**src/rtl/age_pkg.sv**
```systemverilog
// ---------------------------------------------------------------------------
// age_pkg: shared types and constants for the anagram group engine
// Request codes, letter decode, controller/datapath command and status.
// ---------------------------------------------------------------------------
package age_pkg;

  localparam int ALPHA_SIZE     = 26;
  localparam int LETTER_W       = $clog2(ALPHA_SIZE);
  localparam int DEF_MAX_WORDS  = 64;
  localparam int DEF_COUNT_BITS = 8;
  localparam int OUT_IDX_W      = 6;

  localparam logic [1:0] REQ_CHAR   = 2'd0;
  localparam logic [1:0] REQ_CLOSE  = 2'd1;
  localparam logic [1:0] REQ_FINISH = 2'd2;

  localparam logic [7:0] CH_UPPER_A = 8'h41;
  localparam logic [7:0] CH_UPPER_Z = 8'h5A;
  localparam logic [7:0] CH_LOWER_A = 8'h61;
  localparam logic [7:0] CH_LOWER_Z = 8'h7A;

  typedef struct packed {
    logic                hit;
    logic [LETTER_W-1:0] idx;
  } letter_t;

  // Commands from controller to datapath
  typedef struct packed {
    logic char_upd;
    logic close;
    logic clear;
    logic i_zero;
    logic rd_vec_i;
    logic cap_cur;
    logic rd_ord_jm1;
    logic rd_vec_ord;
    logic shift;
    logic place;
    logic rd_ord_i;
    logic emit;
  } cmd_t;

  // Status from datapath to controller
  typedef struct packed {
    logic wc_zero;
    logic i_eq_n;
    logic i_zero;
    logic j_one;
    logic gt;
    logic last;
    logic out_free;
  } sts_t;

  // Case-folded letter number; hit is low for non-letters
  function automatic letter_t letter_of(input logic [7:0] c);
    letter_t r;
    r.hit = 1'b0;
    r.idx = '0;
    if (c >= CH_UPPER_A && c <= CH_UPPER_Z) begin
      r.hit = 1'b1;
      r.idx = LETTER_W'(c - CH_UPPER_A);
    end else if (c >= CH_LOWER_A && c <= CH_LOWER_Z) begin
      r.hit = 1'b1;
      r.idx = LETTER_W'(c - CH_LOWER_A);
    end
    return r;
  endfunction

endpackage

```
**src/rtl/age_ctrl.sv**
```systemverilog
// ---------------------------------------------------------------------------
// age_ctrl: sequencer of the anagram group engine
// Takes request beats, then runs the insertion sort and the result walk.
// ---------------------------------------------------------------------------
module age_ctrl
  import age_pkg::*;
(
  input  logic       clk,
  input  logic       rst,
  input  logic       in_valid,
  input  logic [1:0] req_type,
  output logic       in_ready,
  output cmd_t       cmd,
  input  sts_t       sts
);

  localparam logic [3:0] ST_IDLE  = 4'd0;
  localparam logic [3:0] ST_LD    = 4'd1;
  localparam logic [3:0] ST_LDW   = 4'd2;
  localparam logic [3:0] ST_RO    = 4'd3;
  localparam logic [3:0] ST_RV    = 4'd4;
  localparam logic [3:0] ST_CMP   = 4'd5;
  localparam logic [3:0] ST_PLACE = 4'd6;
  localparam logic [3:0] ST_OO    = 4'd7;
  localparam logic [3:0] ST_OV    = 4'd8;
  localparam logic [3:0] ST_OE    = 4'd9;

  logic [3:0] state, state_next;

  always_ff @(posedge clk) begin
    if (rst) begin
      state <= ST_IDLE;
    end else begin
      state <= state_next;
    end
  end

  assign in_ready = (state == ST_IDLE);

  // Next state and commands
  always_comb begin
    cmd        = '0;
    state_next = state;
    case (state)
      ST_IDLE: begin
        if (in_valid) begin
          case (req_type)
            REQ_CHAR:  cmd.char_upd = 1'b1;
            REQ_CLOSE: cmd.close = 1'b1;
            REQ_FINISH: begin
              if (sts.wc_zero) begin
                cmd.clear = 1'b1;
              end else begin
                cmd.i_zero = 1'b1;
                state_next = ST_LD;
              end
            end
            default: ;
          endcase
        end
      end
      // sort: pick up word i
      ST_LD: begin
        if (sts.i_eq_n) begin
          cmd.i_zero = 1'b1;
          state_next = ST_OO;
        end else begin
          cmd.rd_vec_i = 1'b1;
          state_next = ST_LDW;
        end
      end
      ST_LDW: begin
        cmd.cap_cur = 1'b1;
        state_next  = sts.i_zero ? ST_PLACE : ST_RO;
      end
      ST_RO: begin
        cmd.rd_ord_jm1 = 1'b1;
        state_next     = ST_RV;
      end
      ST_RV: begin
        cmd.rd_vec_ord = 1'b1;
        state_next     = ST_CMP;
      end
      ST_CMP: begin
        if (sts.gt) begin
          cmd.shift  = 1'b1;
          state_next = sts.j_one ? ST_PLACE : ST_RO;
        end else begin
          state_next = ST_PLACE;
        end
      end
      ST_PLACE: begin
        cmd.place  = 1'b1;
        state_next = ST_LD;
      end
      // result walk
      ST_OO: begin
        cmd.rd_ord_i = 1'b1;
        state_next   = ST_OV;
      end
      ST_OV: begin
        cmd.rd_vec_ord = 1'b1;
        state_next     = ST_OE;
      end
      ST_OE: begin
        if (sts.out_free) begin
          cmd.emit = 1'b1;
          if (sts.last) begin
            cmd.clear  = 1'b1;
            state_next = ST_IDLE;
          end else begin
            state_next = ST_OO;
          end
        end
      end
      default: state_next = ST_IDLE;
    endcase
  end

endmodule

```
**config.mk**
```make
export PLATFORM = sky130hd
export DESIGN_NAME = age_ctrl
export DESIGN_NICKNAME = d
export VERILOG_FILES = /design/src/rtl/age_pkg.sv /design/src/rtl/age_ctrl.sv
export SDC_FILE = /design/constraint.sdc
export NUM_CORES = 1
export LEC_CHECK = 0
export ABC_AREA = 1
export BUFFER_PORTS_ARGS = -buffer_cell sky130_fd_sc_hd__buf_2
export CAP_MARGIN = 20
export CORE_AREA = 2 2 39 41
export CTS_CLUSTER_SIZE = 30
export DETAILED_ROUTE_END_ITERATION = 16
export DIE_AREA = 0 0 41 43
export HOLD_SLACK_MARGIN = 0.1
export PLACE_DENSITY = 0.71
export SETUP_SLACK_MARGIN = 0.4
export SYNTH_ARGS = -nofsm -noshare
export SYNTH_HDL_FRONTEND = slang
export SYNTH_SLANG_ARGS = --single-unit
```
**constraint.sdc**
```tcl
create_clock -name clk -period 1.6 [get_ports clk]
set_input_delay 0.24 -clock clk [delete_from_list [all_inputs] [get_ports clk]]
set_output_delay 0.24 -clock clk [all_outputs]
set_load 0.05 [all_outputs]
```
==> out/qor_table.md, run 1 <==
| Metric | This run | Unit |
|:---|:---|:---|
| Share of the yosys chip area belonging to registers | 19.9 | % |
| Met1 Usage GRT | 31.3 | % |
| Run status | complete, but fails checks | - |
| Final worst-path cycle share | 104 | % |
| Post-layout min period | 1670 | ps |
| Area added between synthesis and finish | 204 | % |
| Synth cell types | 16 | - |
| Source of the worst hold timing path | rst | - |
| Power per unit of standard cell area | 329 | nW/um2 |
| Maximum number of pins on one net before global-route repair | 6 | - |
| Synthesized instance count | 75 | - |
| Utilization after layout | 88.5 | % |
| Count of buffers inserted at the top-level ports | 24 | - |
| Vias/cell | 5.68 | - |
| Wire length of the first global-routing pass | 3440 | um |
| Depth of the worst register-to-register path | 10 | - |
| Highest achievable clock rate | 0.599 | GHz |
| Cell with the most instances after synthesis | sky130_fd_sc_hd__nand2_1 | - |
| Maximum root-to-sink buffer count | 2 | - |
| Ranking of synthesized cells by area | sky130_fd_sc_hd__dfxtp_1, sky130_fd_sc_hd__nand2_1, sky130_fd_sc_hd__inv_1 | - |
| Die H | 43 | um |
| # setup viols final | 3 | - |
| Worst flop-to-flop path endpoint | state[0]$_SDFFE_PP0P_ | - |
| Number of antenna violations at the first check in global routing | 0 | - |
| Worst hold-check path type | input pin to register | - |
| Drt total wl | 2870 | um |
| Maximum ir drop on the vdd rail | 0.272 | mV |
| Antenna violation net count after detailed routing | 0 | - |
| Tightest Pin Transition | 290 | ps |
| Via count of the first global-routing pass | 794 | - |
| Cell accounting for the most synthesized area | sky130_fd_sc_hd__dfxtp_1 | - |
| Number of nets in the finished design | 147 | - |
| Final GP Congestion | 0.823 | - |
| Ant diodes | 0 | - |
| Startpoint types | register | - |
| Setup skew after layout | 5.59 | ps |
| Largest register by flop count | state | - |
| Mean post-synth cell area | 5.37 | um2 |
| Number of DRC violations after detailed-routing iteration 0 | 26 | - |
| Die X-Extent | 41 | um |
| EDFF count, synth | 0 | - |
| Detailed-route wire length per cell | 19.1 | um |
| Die area | 1760 | um2 |
| Largest regs | state x4 | - |
| DP Wirelength | 1100 | um |
| Via count of the routed design | 852 | - |
| Worst Hold Depth | 2 | - |
| Fraction of layout cells with a size suffix above 1 | 72.4 | % |
| Violated checks | setup timing | - |
| CP endpoint kind | primary output | - |
| Most frequent cells after synthesis | sky130_fd_sc_hd__nand2_1, sky130_fd_sc_hd__inv_1, sky130_fd_sc_hd__nor2_1 | - |
| R2R setup slack | 30 | ps |
| GR peak layer | met2 | - |
| Count of pins over their slew limit | 0 | - |
| Crit Reg-Reg Startpoint | state[1]$_SDFFE_PP0P_ | - |
| Cell area after technology mapping | 403 | um2 |
| Post-synth top area share | 19.9 | % |
| Largest fanout on the critical path | 5 | - |
| Met3 Track Usage GR | 5.76 | % |
| Share of flip-flops with an asynchronous set or reset after synthesis | 0 | % |
| Worst Setup Slack, final | -68.1 | ps |
| Top-level I/O count | 25 | - |
| CTS tree | built | - |
| Clock-pin slew reported for the worst setup and hold paths after clock tree synthesis | 50 | ps |
| Hold_buf cts | 0 | - |
| Critical Path RT | 1360 | ps |
| Final Hold Fails | 0 | - |
| End point of the worst hold path | state[0]$_SDFFE_PP0P_ | - |
| Placement row count | 14 | - |
| Remaining global-route overflow | 0 | - |
| Flip-flop and latch count after synthesis | 4 | - |
| Standard cell core area | 1380 | um2 |
| Count of clock tree sinks | 4 | - |
| Global routing usage on met2 | 47.2 | % |
| Number of flip-flops under the largest register name | 4 | - |
| Cell leakage power | 0.568 | nW |
| # Max-Cap Violations | 0 | - |
| Overall Global Routing Usage | 28.6 | % |
| Relative slew slack | 80.5 | % |
| Clock buffer count from CTS | 3 | - |
| Category of the critical setup timing path | register to primary output | - |
| Clock Tree Root | sky130_fd_sc_hd__clkbuf_4 | - |
| Hold Slack | 199 | ps |
| Clock latency on the worst-skew pair | 250 | ps |
| Initial Utilization | 29.1 | % |
| Syn_nets | 87 | - |
| Unrepaired setup endpoints after global routing | true | - |
| Critical path data arrival time | 1430 | ps |
| Total of warnings raised by yosys | 0 | - |
| Number of levels the H-tree was split into | 1 | - |
| Top_reg_cell synth | sky130_fd_sc_hd__dfxtp_1 | - |
| Drc violations | 0 | - |
| First-pass detailed-route iteration total | 4 | - |
-- through the flow --
stage               instances  TNS (ps)  total power [mW]  setup WS (ps)  cell area (um2)
floorplan                  75      -148             0.171           -148              543
global placement          116         0             0.203            119              691
detailed placement        116         0             0.205           95.8              691
CTS                       141         0             0.382           1.62             1100
global route              150      -249             0.410          -77.2             1220
finish                    150      -159             0.403          -68.1             1220
-- placed cells by master (no fill, tap or decap) --
| cell | n |
|---|---|
| sky130_fd_sc_hd__a21oi_1 | 3 |
| sky130_fd_sc_hd__a21oi_2 | 1 |
| sky130_fd_sc_hd__buf_2 | 11 |
| sky130_fd_sc_hd__buf_4 | 21 |
| sky130_fd_sc_hd__buf_6 | 19 |
| sky130_fd_sc_hd__buf_8 | 4 |
| sky130_fd_sc_hd__clkbuf_1 | 1 |
| sky130_fd_sc_hd__clkbuf_4 | 3 |
| sky130_fd_sc_hd__clkinv_4 | 1 |
| sky130_fd_sc_hd__clkinvlp_4 | 1 |
| sky130_fd_sc_hd__dfxtp_4 | 4 |
| sky130_fd_sc_hd__inv_1 | 9 |
| sky130_fd_sc_hd__inv_4 | 2 |
| sky130_fd_sc_hd__inv_6 | 2 |
| sky130_fd_sc_hd__nand2_1 | 10 |
| sky130_fd_sc_hd__nand2_2 | 1 |
| sky130_fd_sc_hd__nand2_4 | 6 |
| sky130_fd_sc_hd__nand2_8 | 1 |
| sky130_fd_sc_hd__nand3_1 | 2 |
| sky130_fd_sc_hd__nand3_4 | 3 |
| sky130_fd_sc_hd__nand3b_1 | 1 |
| sky130_fd_sc_hd__nand4_1 | 3 |
| sky130_fd_sc_hd__nor2_1 | 5 |
| sky130_fd_sc_hd__nor2_2 | 2 |
| sky130_fd_sc_hd__nor2_4 | 5 |
| sky130_fd_sc_hd__nor3_1 | 1 |
| sky130_fd_sc_hd__nor3_4 | 4 |
| sky130_fd_sc_hd__nor4_4 | 3 |
| sky130_fd_sc_hd__o21ai_0 | 1 |
| sky130_fd_sc_hd__o21ai_1 | 1 |
| sky130_fd_sc_hd__o21ai_2 | 1 |
| sky130_fd_sc_hd__o21ai_4 | 2 |
-- worst max-delay path, cell delays in order (launching register included) --
cell                      delay (ps)
sky130_fd_sc_hd__dfxtp_4         360
sky130_fd_sc_hd__nor2_4          200
sky130_fd_sc_hd__nand2_4         120
sky130_fd_sc_hd__nor4_4          290
sky130_fd_sc_hd__buf_6           200
-- logic make-up after synthesis --
| logic type | after synthesis | synth area share (%) |
|---|---|---|
| simple gates | 47 | 54.0 |
| buf+inv | 15 | 14.0 |
| flops | 4 | 19.9 |
| compound gates | 9 | 12.1 |
-- how the worst max path moves through the flow --
stage / cells after the start / to / start
CTS: 5 / cmd[9] / state[3]$_SDFFE_PP0P_
global route: 4 / cmd[11] / state[3]$_SDFFE_PP0P_
detailed placement: 6 / cmd[9] / state[1]$_SDFFE_PP0P_
floorplan: 5 / cmd[9] / state[1]$_SDFFE_PP0P_
finish: 4 / cmd[11] / state[3]$_SDFFE_PP0P_
global placement: 4 / cmd[10] / state[2]$_SDFFE_PP0P_
-- repair_timing --
item | in CTS | in global routing
setup buffers | 21 | 9
resized for setup | 63 | 13
setup endpoints to repair | 16 | 17
cloned | 0 | 0
pin swaps | 16 | 8
-- layer usage --
metal	routed length [um]	share of wire, %
met4	127	4.4
met1	1070	37
met3	202	7.0
met5	0	0
met2	1470	51
-- final cells by class --
| type | count | area [um2] |
|---|---|---|
| Timing Repair Buffer | 55 | 487 |
| Fill cell | 60 | 159 |
| Inverter | 15 | 80.1 |
| Clock buffer | 4 | 26.3 |
| Multi-Input combinational cell | 56 | 517 |
| Tap cell | 16 | 20.0 |
| Sequential cell | 4 | 95.1 |
-- where the power goes --
group	switching, mW	total (mW)	internal (mW)
Combinational	0.0920	0.153	0.0612
Clock	0.0562	0.151	0.0946
Sequential	0.00379	0.0994	0.0956
Power figures use the tool's default switching activity.
==> run 2: changes to the inputs <==
- BUFFER_PORTS_ARGS: -buffer_cell sky130_fd_sc_hd__buf_2 -> -buffer_cell sky130_fd_sc_hd__clkbuf_2
==> run 2 against run 1 <==
  * The flow now finishes without violations
  * Worst hold slack better by 23 ps
  * Critical path type unchanged
  * Largest power group unchanged
  * Combinational power is 6% lower
  * Sequential power hardly changed
  * Largest cell class unchanged
==> out/qor_table.md, run 2 (same netlist as run 1, synthesis figures left out) <==
| Metric | This run | Unit | Delta |
|:---|:---|:---|:---|
| Initial Utilization | 29.1 | % | unchanged |
| Global routing usage on met2 | 50.9 | % | was 47.2% |
| Leading cell type in the layout, fill and taps excluded | sky130_fd_sc_hd__buf_4 | - | unchanged |
| Internal cell power | 0.240 | mW | was 0.251 mW |
| CP endpoint kind | primary output | - | unchanged |
| Antenna violation net count after detailed routing | 0 | - | unchanged |
| Cell leakage power | 0.515 | nW | was 0.568 nW |
| Critical path data arrival time | 1320 | ps | was 1430 ps |
| Power per unit of standard cell area | 325 | nW/um2 | was 329 nW/um2 |
| Maximum root-to-sink buffer count | 2 | - | unchanged |
| Number of antenna violations at the first check in global routing | 0 | - | unchanged |
| Number of DRC violations after detailed-routing iteration 0 | 6 | - | was 26 |
| Clock Tree Root | sky130_fd_sc_hd__clkbuf_4 | - | unchanged |
| Die H | 43 | um | unchanged |
| Power share of the clock group | 34.9 | % | was 37.4% |
| Top-level I/O count | 25 | - | unchanged |
| Post-layout min period | 1560 | ps | was 1670 ps |
| Area added between synthesis and finish | 188 | % | was 204% |
| Final GP Congestion | 0.841 | - | was 0.823 |
| Delay of the slowest cell on the worst path | 370 | ps | was 360 ps |
| R2R setup slack | 120 | ps | was 30 ps |
| Detailed-route wire length per cell | 16.2 | um | was 19.1 um |
| Relative slew slack | 81.1 | % | was 80.5% |
| Critical Path RT | 1360 | ps | about the same |
| Hold Slack | 222 | ps | was 199 ps |
| CTS tree | built | - | unchanged |
| Met1 Usage GRT | 23.8 | % | was 31.3% |
| Worst hold-check path type | input pin to register | - | unchanged |
| Slowest stage cell, crit path | sky130_fd_sc_hd__dfxtp_4 | - | unchanged |
| Number of nets in the finished design | 137 | - | was 147 |
| GR peak layer | met2 | - | unchanged |
| Overall Global Routing Usage | 27.1 | % | was 28.6% |
| Wire length of the first global-routing pass | 3230 | um | was 3440 um |
| Run status | complete, no violations | - | was complete, but fails checks |
| Number of levels the H-tree was split into | 1 | - | unchanged |
| Remaining global-route overflow | 0 | - | unchanged |
| First-pass detailed-route iteration total | 4 | - | unchanged |
| Count of pins over their slew limit | 0 | - | unchanged |
| Category of the critical setup timing path | register to primary output | - | unchanged |
| Combinational share of power | 38.3 | % | was 38.0% |
| # setup viols final | 0 | - | was 3 |
| Cell chain of the critical path | inv_4 -> nor4_4 -> nand2_1 -> o21ai_4 -> buf_8 | - | was nor2_4 -> nand2_4 -> nor4_4 -> buf_6 |
| Clock-pin slew reported for the worst setup and hold paths after clock tree synthesis | 40 | ps | was 50 ps |
| Maximum number of pins on one net before global-route repair | 7 | - | was 6 |
| Largest regs | state x4 | - | unchanged |
| Die area | 1760 | um2 | unchanged |
| Placement row count | 14 | - | unchanged |
| Drt total wl | 2250 | um | was 2870 um |
| Top library cells by usage in the layout, fill and taps aside | sky130_fd_sc_hd__buf_4, sky130_fd_sc_hd__clkbuf_2, sky130_fd_sc_hd__nand2_1 | - | was sky130_fd_sc_hd__buf_4, sky130_fd_sc_hd__buf_6, sky130_fd_sc_hd__buf_2 |
| Number of flip-flops under the largest register name | 4 | - | unchanged |
| Drc violations | 0 | - | unchanged |
| Largest register by flop count | state | - | unchanged |
| Startpoint types | register | - | unchanged |
| Count of clock tree sinks | 4 | - | unchanged |
| Share of power burned in registers | 26.8 | % | was 24.6% |
| Fraction of layout cells with a size suffix above 1 | 74.0 | % | was 72.4% |
| Vias/cell | 5.36 | - | was 5.68 |
| Final Hold Fails | 0 | - | unchanged |
| Setup skew after layout | 4.59 | ps | was 5.59 ps |
| Switching power | 0.137 | mW | was 0.152 mW |
| # Max-Cap Violations | 0 | - | unchanged |
| Final worst-path cycle share | 97.2 | % | was 104% |
| Via count of the first global-routing pass | 767 | - | was 794 |
| Count of buffers inserted at the top-level ports | 24 | - | unchanged |
| Clock buffer count from CTS | 3 | - | unchanged |
| Largest fanout on the critical path | 4 | - | was 5 |
| Met3 Track Usage GR | 7.85 | % | was 5.76% |
| Clock latency on the worst-skew pair | 240 | ps | was 250 ps |
| Die X-Extent | 41 | um | unchanged |
| Highest achievable clock rate | 0.643 | GHz | was 0.599 GHz |
| Standard cell core area | 1380 | um2 | unchanged |
| Tightest Pin Transition | 283 | ps | was 290 ps |
| Via count of the routed design | 745 | - | was 852 |
| Sw Ratio | 36.4 | % | was 37.7% |
| Utilization after layout | 83.8 | % | was 88.5% |
| Unrepaired setup endpoints after global routing | true | - | unchanged |
| Ant diodes | 0 | - | unchanged |
| Maximum ir drop on the vdd rail | 0.359 | mV | was 0.272 mV |
| DP Wirelength | 1100 | um | about the same |
-- run 2: power groups by stage --
| stage | clock network (mW) | logic (mW) | registers [mW] |
|---|---|---|---|
| after floorplan | 0 | 0.0666 | 0.104 |
| after global placement | 0 | 0.0991 | 0.104 |
| after detailed placement | 0 | 0.101 | 0.105 |
| after CTS | 0.133 | 0.128 | 0.100 |
| after global routing | 0.146 | 0.152 | 0.101 |
| final | 0.132 | 0.144 | 0.101 |
-- run 2: worst paths after layout --
check / from / end / cells after the start
min: rst / state[3]$_SDFFE_PP0P_ / 2
min reg2reg: state[3]$_SDFFE_PP0P_ / state[1]$_SDFFE_PP0P_ / 3
max reg2reg: state[1]$_SDFFE_PP0P_ / state[0]$_SDFFE_PP0P_ / 12
max: state[3]$_SDFFE_PP0P_ / cmd[9] / 5
-- run 2: layer usage --
metal  share of wire [%]  wire, um  up-vias
li1                    -         -      342
met1                  33       740      364
met2                  59      1320       31
met3                 4.9       111        8
met4                 3.5        78        0
met5                   0         0        -
-- run 2: through the flow --
| stage | power [mW] | cell area (um2) | TNS, ps | setup slack (ps) | std cells |
|---|---|---|---|---|---|
| 2_1_floorplan | 0.171 | 543 | -148 | -148 | 75 |
| 3_3_place_gp | 0.204 | 698 | 0 | 115 | 117 |
| 3_5_place_dp | 0.205 | 698 | 0 | 113 | 117 |
| 4_1_cts | 0.361 | 1080 | 0 | 43.9 | 134 |
| 5_1_grt | 0.399 | 1160 | 0 | 4.71 | 139 |
| 6_report | 0.377 | 1160 | 0 | 44.9 | 139 |
-- run 2: what timing repair did --
| item | in CTS | in global routing |
|---|---|---|
| endpoints found under the setup margin | 16 | 17 |
| setup buffers | 14 | 5 |
| pin swaps | 19 | 12 |
| gates resized for setup | 57 | 16 |
| hold buffers | 0 | 0 |
-- run 2: critical path: cells and delay by family (launching register included) --
kind | cells | cell delay, ps
buffers and inverters | 2 | 210
flip-flops | 1 | 370
AO/OA/AOI/OAI | 1 | 80
AND/OR/NAND/NOR | 2 | 410
-- run 2: final cells by class --
type                            instances  area (um2)
Inverter                               15        75.1
Timing Repair Buffer                   45         458
Sequential cell                         4        95.1
Multi-Input combinational cell         56         489
Clock buffer                            3        22.5
Tap cell                               16        20.0
Fill cell                              74         224
==> run 3: changes to the inputs <==
- ABC_AREA: 1 -> default
- PLACE_DENSITY: 0.71 -> 0.77
==> run 3 against run 2 <==
  * The flow now finishes with violations (setup timing)
  * Clock skew rose by 0.63 ps
  * Non-clock buffer count rose by 7
  * Final cell count fell by 10%
  * Via count fell by 0.81%
  * Largest cell class is now non-clock buffers
  * Sequential share of layout area fell by 0.18 points
  * Worst setup slack got worse by 210 ps
  * Synthesized cell count fell by 23%
  * Die area did not move
  * Combinational power rose by 3%
==> out/qor_table.md, run 3 <==
| Metric | This run | Unit | Delta |
|:---|:---|:---|:---|
| Unrepaired setup endpoints after global routing | true | - | unchanged |
| Worst hold-check path type | input pin to register | - | unchanged |
| # Max-Cap Violations | 0 | - | unchanged |
| Overall Global Routing Usage | 27.6 | % | was 27.1% |
| Maximum root-to-sink buffer count | 2 | - | unchanged |
| Startpoint types | register | - | unchanged |
| Critical path data arrival time | 1520 | ps | was 1320 ps |
| Clock buffer count from CTS | 3 | - | unchanged |
| Total of warnings raised by yosys | 0 | - | unchanged |
| Setup skew after layout | 5.22 | ps | was 4.59 ps |
| Largest fanout on the critical path | 4 | - | unchanged |
| Area added between synthesis and finish | 148 | % | was 188% |
| Fraction of layout cells with a size suffix above 1 | 80.7 | % | was 74.0% |
| Final worst-path cycle share | 110 | % | was 97.2% |
| Tightest Pin Transition | 335 | ps | was 283 ps |
| Via count of the routed design | 739 | - | was 745 |
| Cell area after technology mapping | 479 | um2 | was 403 um2 |
| Number of antenna violations at the first check in global routing | 0 | - | unchanged |
| Via count of the first global-routing pass | 744 | - | was 767 |
| Drt total wl | 2680 | um | was 2250 um |
| First-pass detailed-route iteration total | 4 | - | unchanged |
| End point of the worst hold path | state[0]$_SDFFE_PP0P_ | - | was state[3]$_SDFFE_PP0P_ |
| Worst Hold Depth | 3 | - | was 2 |
| Number of placed instances with taps included | 106 | - | was 117 |
| Largest register by flop count | state | - | unchanged |
| Crit Reg-Reg Startpoint | state[1]$_SDFFE_PP0P_ | - | unchanged |
| Post-synth top area share | 16.7 | % | was 19.9% |
| Mux contribution to synthesized area | 0 | % | unchanged |
| Simple logic cell fraction of the synthesized area | 46.0 | % | was 54.0% |
| Share of the yosys chip area belonging to registers | 16.7 | % | was 19.9% |
| Final Hold Fails | 0 | - | unchanged |
| DP Wirelength | 1230 | um | was 1100 um |
| EDFF count, synth | 0 | - | unchanged |
| Top-level I/O count | 25 | - | unchanged |
| Number of nets in the finished design | 123 | - | was 137 |
| Post-layout min period | 1760 | ps | was 1560 ps |
| Power per unit of standard cell area | 317 | nW/um2 | was 325 nW/um2 |
| Die X-Extent | 41 | um | unchanged |
| Clock-pin slew reported for the worst setup and hold paths after clock tree synthesis | 40 | ps | about the same |
| Drc violations | 0 | - | unchanged |
| Source of the worst hold timing path | rst | - | unchanged |
| Final GP Congestion | 0.787 | - | was 0.841 |
| CP endpoint kind | primary output | - | unchanged |
| Remaining global-route overflow | 0 | - | unchanged |
| Wire length of the first global-routing pass | 3310 | um | was 3230 um |
| Cell leakage power | 0.508 | nW | was 0.515 nW |
| Count of pins over their slew limit | 0 | - | unchanged |
| Number of flip-flops under the largest register name | 4 | - | unchanged |
| Antenna violation net count after detailed routing | 0 | - | unchanged |
| Clock latency on the worst-skew pair | 240 | ps | about the same |
| Worst setup startpoint | state[3]$_SDFFE_PP0P_ | - | unchanged |
| Largest regs | state x4 | - | unchanged |
| Vias/cell | 5.91 | - | was 5.36 |
| Violated checks | setup timing | - |  |
| CTS tree | built | - | unchanged |
| Initial Utilization | 34.6 | % | was 29.1% |
| Post-Synth Adder-Cell Area | 0 | % | unchanged |
| Area fraction in compound gates after synthesis | 24.5 | % | was 12.1% |
| Top library cells by usage in the layout, fill and taps aside | sky130_fd_sc_hd__buf_6, sky130_fd_sc_hd__buf_4, sky130_fd_sc_hd__clkbuf_2 | - | was sky130_fd_sc_hd__buf_4, sky130_fd_sc_hd__clkbuf_2, sky130_fd_sc_hd__nand2_1 |
| Maximum ir drop on the vdd rail | 0.332 | mV | was 0.359 mV |
| Top_reg_cell synth | sky130_fd_sc_hd__dfxtp_1 | - | unchanged |
| Synthesized instance count | 58 | - | was 75 |
| Syn_nets | 70 | - | was 87 |
| Flip-flop and latch count after synthesis | 4 | - | unchanged |
| Cell accounting for the most synthesized area | sky130_fd_sc_hd__dfxtp_1 | - | unchanged |
| Most frequent cells after synthesis | sky130_fd_sc_hd__dfxtp_1, sky130_fd_sc_hd__inv_1, sky130_fd_sc_hd__nand2_1 | - | was sky130_fd_sc_hd__nand2_1, sky130_fd_sc_hd__inv_1, sky130_fd_sc_hd__nor2_1 |
| Die H | 43 | um | unchanged |
| Detailed-route wire length per cell | 21.5 | um | was 16.2 um |
| Standard cell core area | 1380 | um2 | unchanged |
| Share of flip-flops with an asynchronous set or reset after synthesis | 0 | % | unchanged |
| Number of DRC violations after detailed-routing iteration 0 | 32 | - | was 6 |
| Category of the critical setup timing path | register to primary output | - | unchanged |
| Xor/xnor share of the synthesized area | 0 | % | unchanged |
| Worst flop-to-flop path endpoint | state[2]$_SDFFE_PP0P_ | - | was state[0]$_SDFFE_PP0P_ |
| Die area | 1760 | um2 | unchanged |
| R2R setup slack | 160 | ps | was 120 ps |
| # setup viols final | 9 | - | was 0 |
| Worst Setup Slack, final | -163 | ps | was 44.9 ps |
| Highest achievable clock rate | 0.567 | GHz | was 0.643 GHz |
| Depth of the worst register-to-register path | 5 | - | was 12 |
| Clock Tree Root | sky130_fd_sc_hd__clkbuf_4 | - | unchanged |
| Largest family of logic cells by synthesized area | simple AND/OR/NAND/NOR gates | - | unchanged |
| Placement row count | 14 | - | unchanged |
| Critical Path RT | 1360 | ps | about the same |
| Mean post-synth cell area | 8.26 | um2 | was 5.37 um2 |
| Hold_buf cts | 0 | - | unchanged |
| Synth cell types | 35 | - | was 16 |
| Ant diodes | 0 | - | unchanged |
| Setup total negative slack | -638 | ps | was 0 ps |
| Final Instance Count excl. Fillers | 125 | - | was 139 |
| Count of buffers inserted at the top-level ports | 24 | - | unchanged |
| Relative slew slack | 77.5 | % | was 81.1% |
| Maximum number of pins on one net before global-route repair | 8 | - | was 7 |
| Leading cell type in the layout, fill and taps excluded | sky130_fd_sc_hd__buf_6 | - | was sky130_fd_sc_hd__buf_4 |
| Count of clock tree sinks | 4 | - | unchanged |
| Ranking of synthesized cells by area | sky130_fd_sc_hd__dfxtp_1, sky130_fd_sc_hd__nor3_2, sky130_fd_sc_hd__buf_6 | - | was sky130_fd_sc_hd__dfxtp_1, sky130_fd_sc_hd__nand2_1, sky130_fd_sc_hd__inv_1 |
| Run status | complete, but fails checks | - | was complete, no violations |
| Number of levels the H-tree was split into | 1 | - | unchanged |
run 3: cell type report:
class	instances	area, um2
repair buffers	52	548
multi-input cells	45	477
fillers	54	198
flip-flops and latches	4	95.1
inverters	5	23.8
clock buffers	3	22.5
well taps	16	20.0
run 3: kinds of logic (layout without fill, tap and decap cells):
group	count (synthesis)	after routing
simple gates	29	29
compound gates	16	16
buf+inv	9	60
flops	4	4
run 3: worst max path at each step:
stage,endpoint,slack [ps],cells after the start
finish,cmd[4],-160,4
global route,cmd[4],-180,4
CTS,cmd[4],-40,4
detailed placement,cmd[8],-20,3
global placement,cmd[8],-30,3
floorplan,cmd[10],-250,3
run 3: what timing repair did:
action | in CTS | in global routing
pin swaps | 11 | 7
setup endpoints to repair | 17 | 17
setup buffers | 13 | 3
hold endpoints to repair | 0 | 0
gates resized for setup | 56 | 13
run 3: routing by layer:
layer / track usage (%) / wire length, um / up-vias / share of wire [%]
li1: - / - / 326 / -
met1: 35.1 / 1080 / 348 / 40
met2: 41.6 / 1370 / 53 / 51
met3: 2.62 / 140 / 12 / 5.2
met4: 18.7 / 89 / 0 / 3.3
met5: 0 / 0 / - / 0
run 3: metrics by stage:
stage                     util, %  instance area (um2)  hold WS [ps]  power, mW  setup slack, ps
after floorplan                 -                  562           403      0.165             -249
after global placement       54.2                  751           550      0.199            -25.3
after detailed placement     54.2                  751           551      0.200            -24.4
after CTS                    80.7                 1120           297      0.358            -43.0
after global routing         85.7                 1190           329      0.388             -182
final                        85.7                 1190           319      0.376             -163
run 3: report_power, final:
part | internal (mW) | switching, mW | total, mW
clock network | 0.0840 | 0.0434 | 0.127
logic | 0.0727 | 0.0752 | 0.148
registers | 0.0960 | 0.00477 | 0.101
run 3: critical path, cell delays in order, from the launching register on:
cell and delay, ps:
sky130_fd_sc_hd__dfxtp_4 360, sky130_fd_sc_hd__buf_6 120, sky130_fd_sc_hd__or2b_4 280, sky130_fd_sc_hd__a211oi_2 270, sky130_fd_sc_hd__clkbuf_8 240
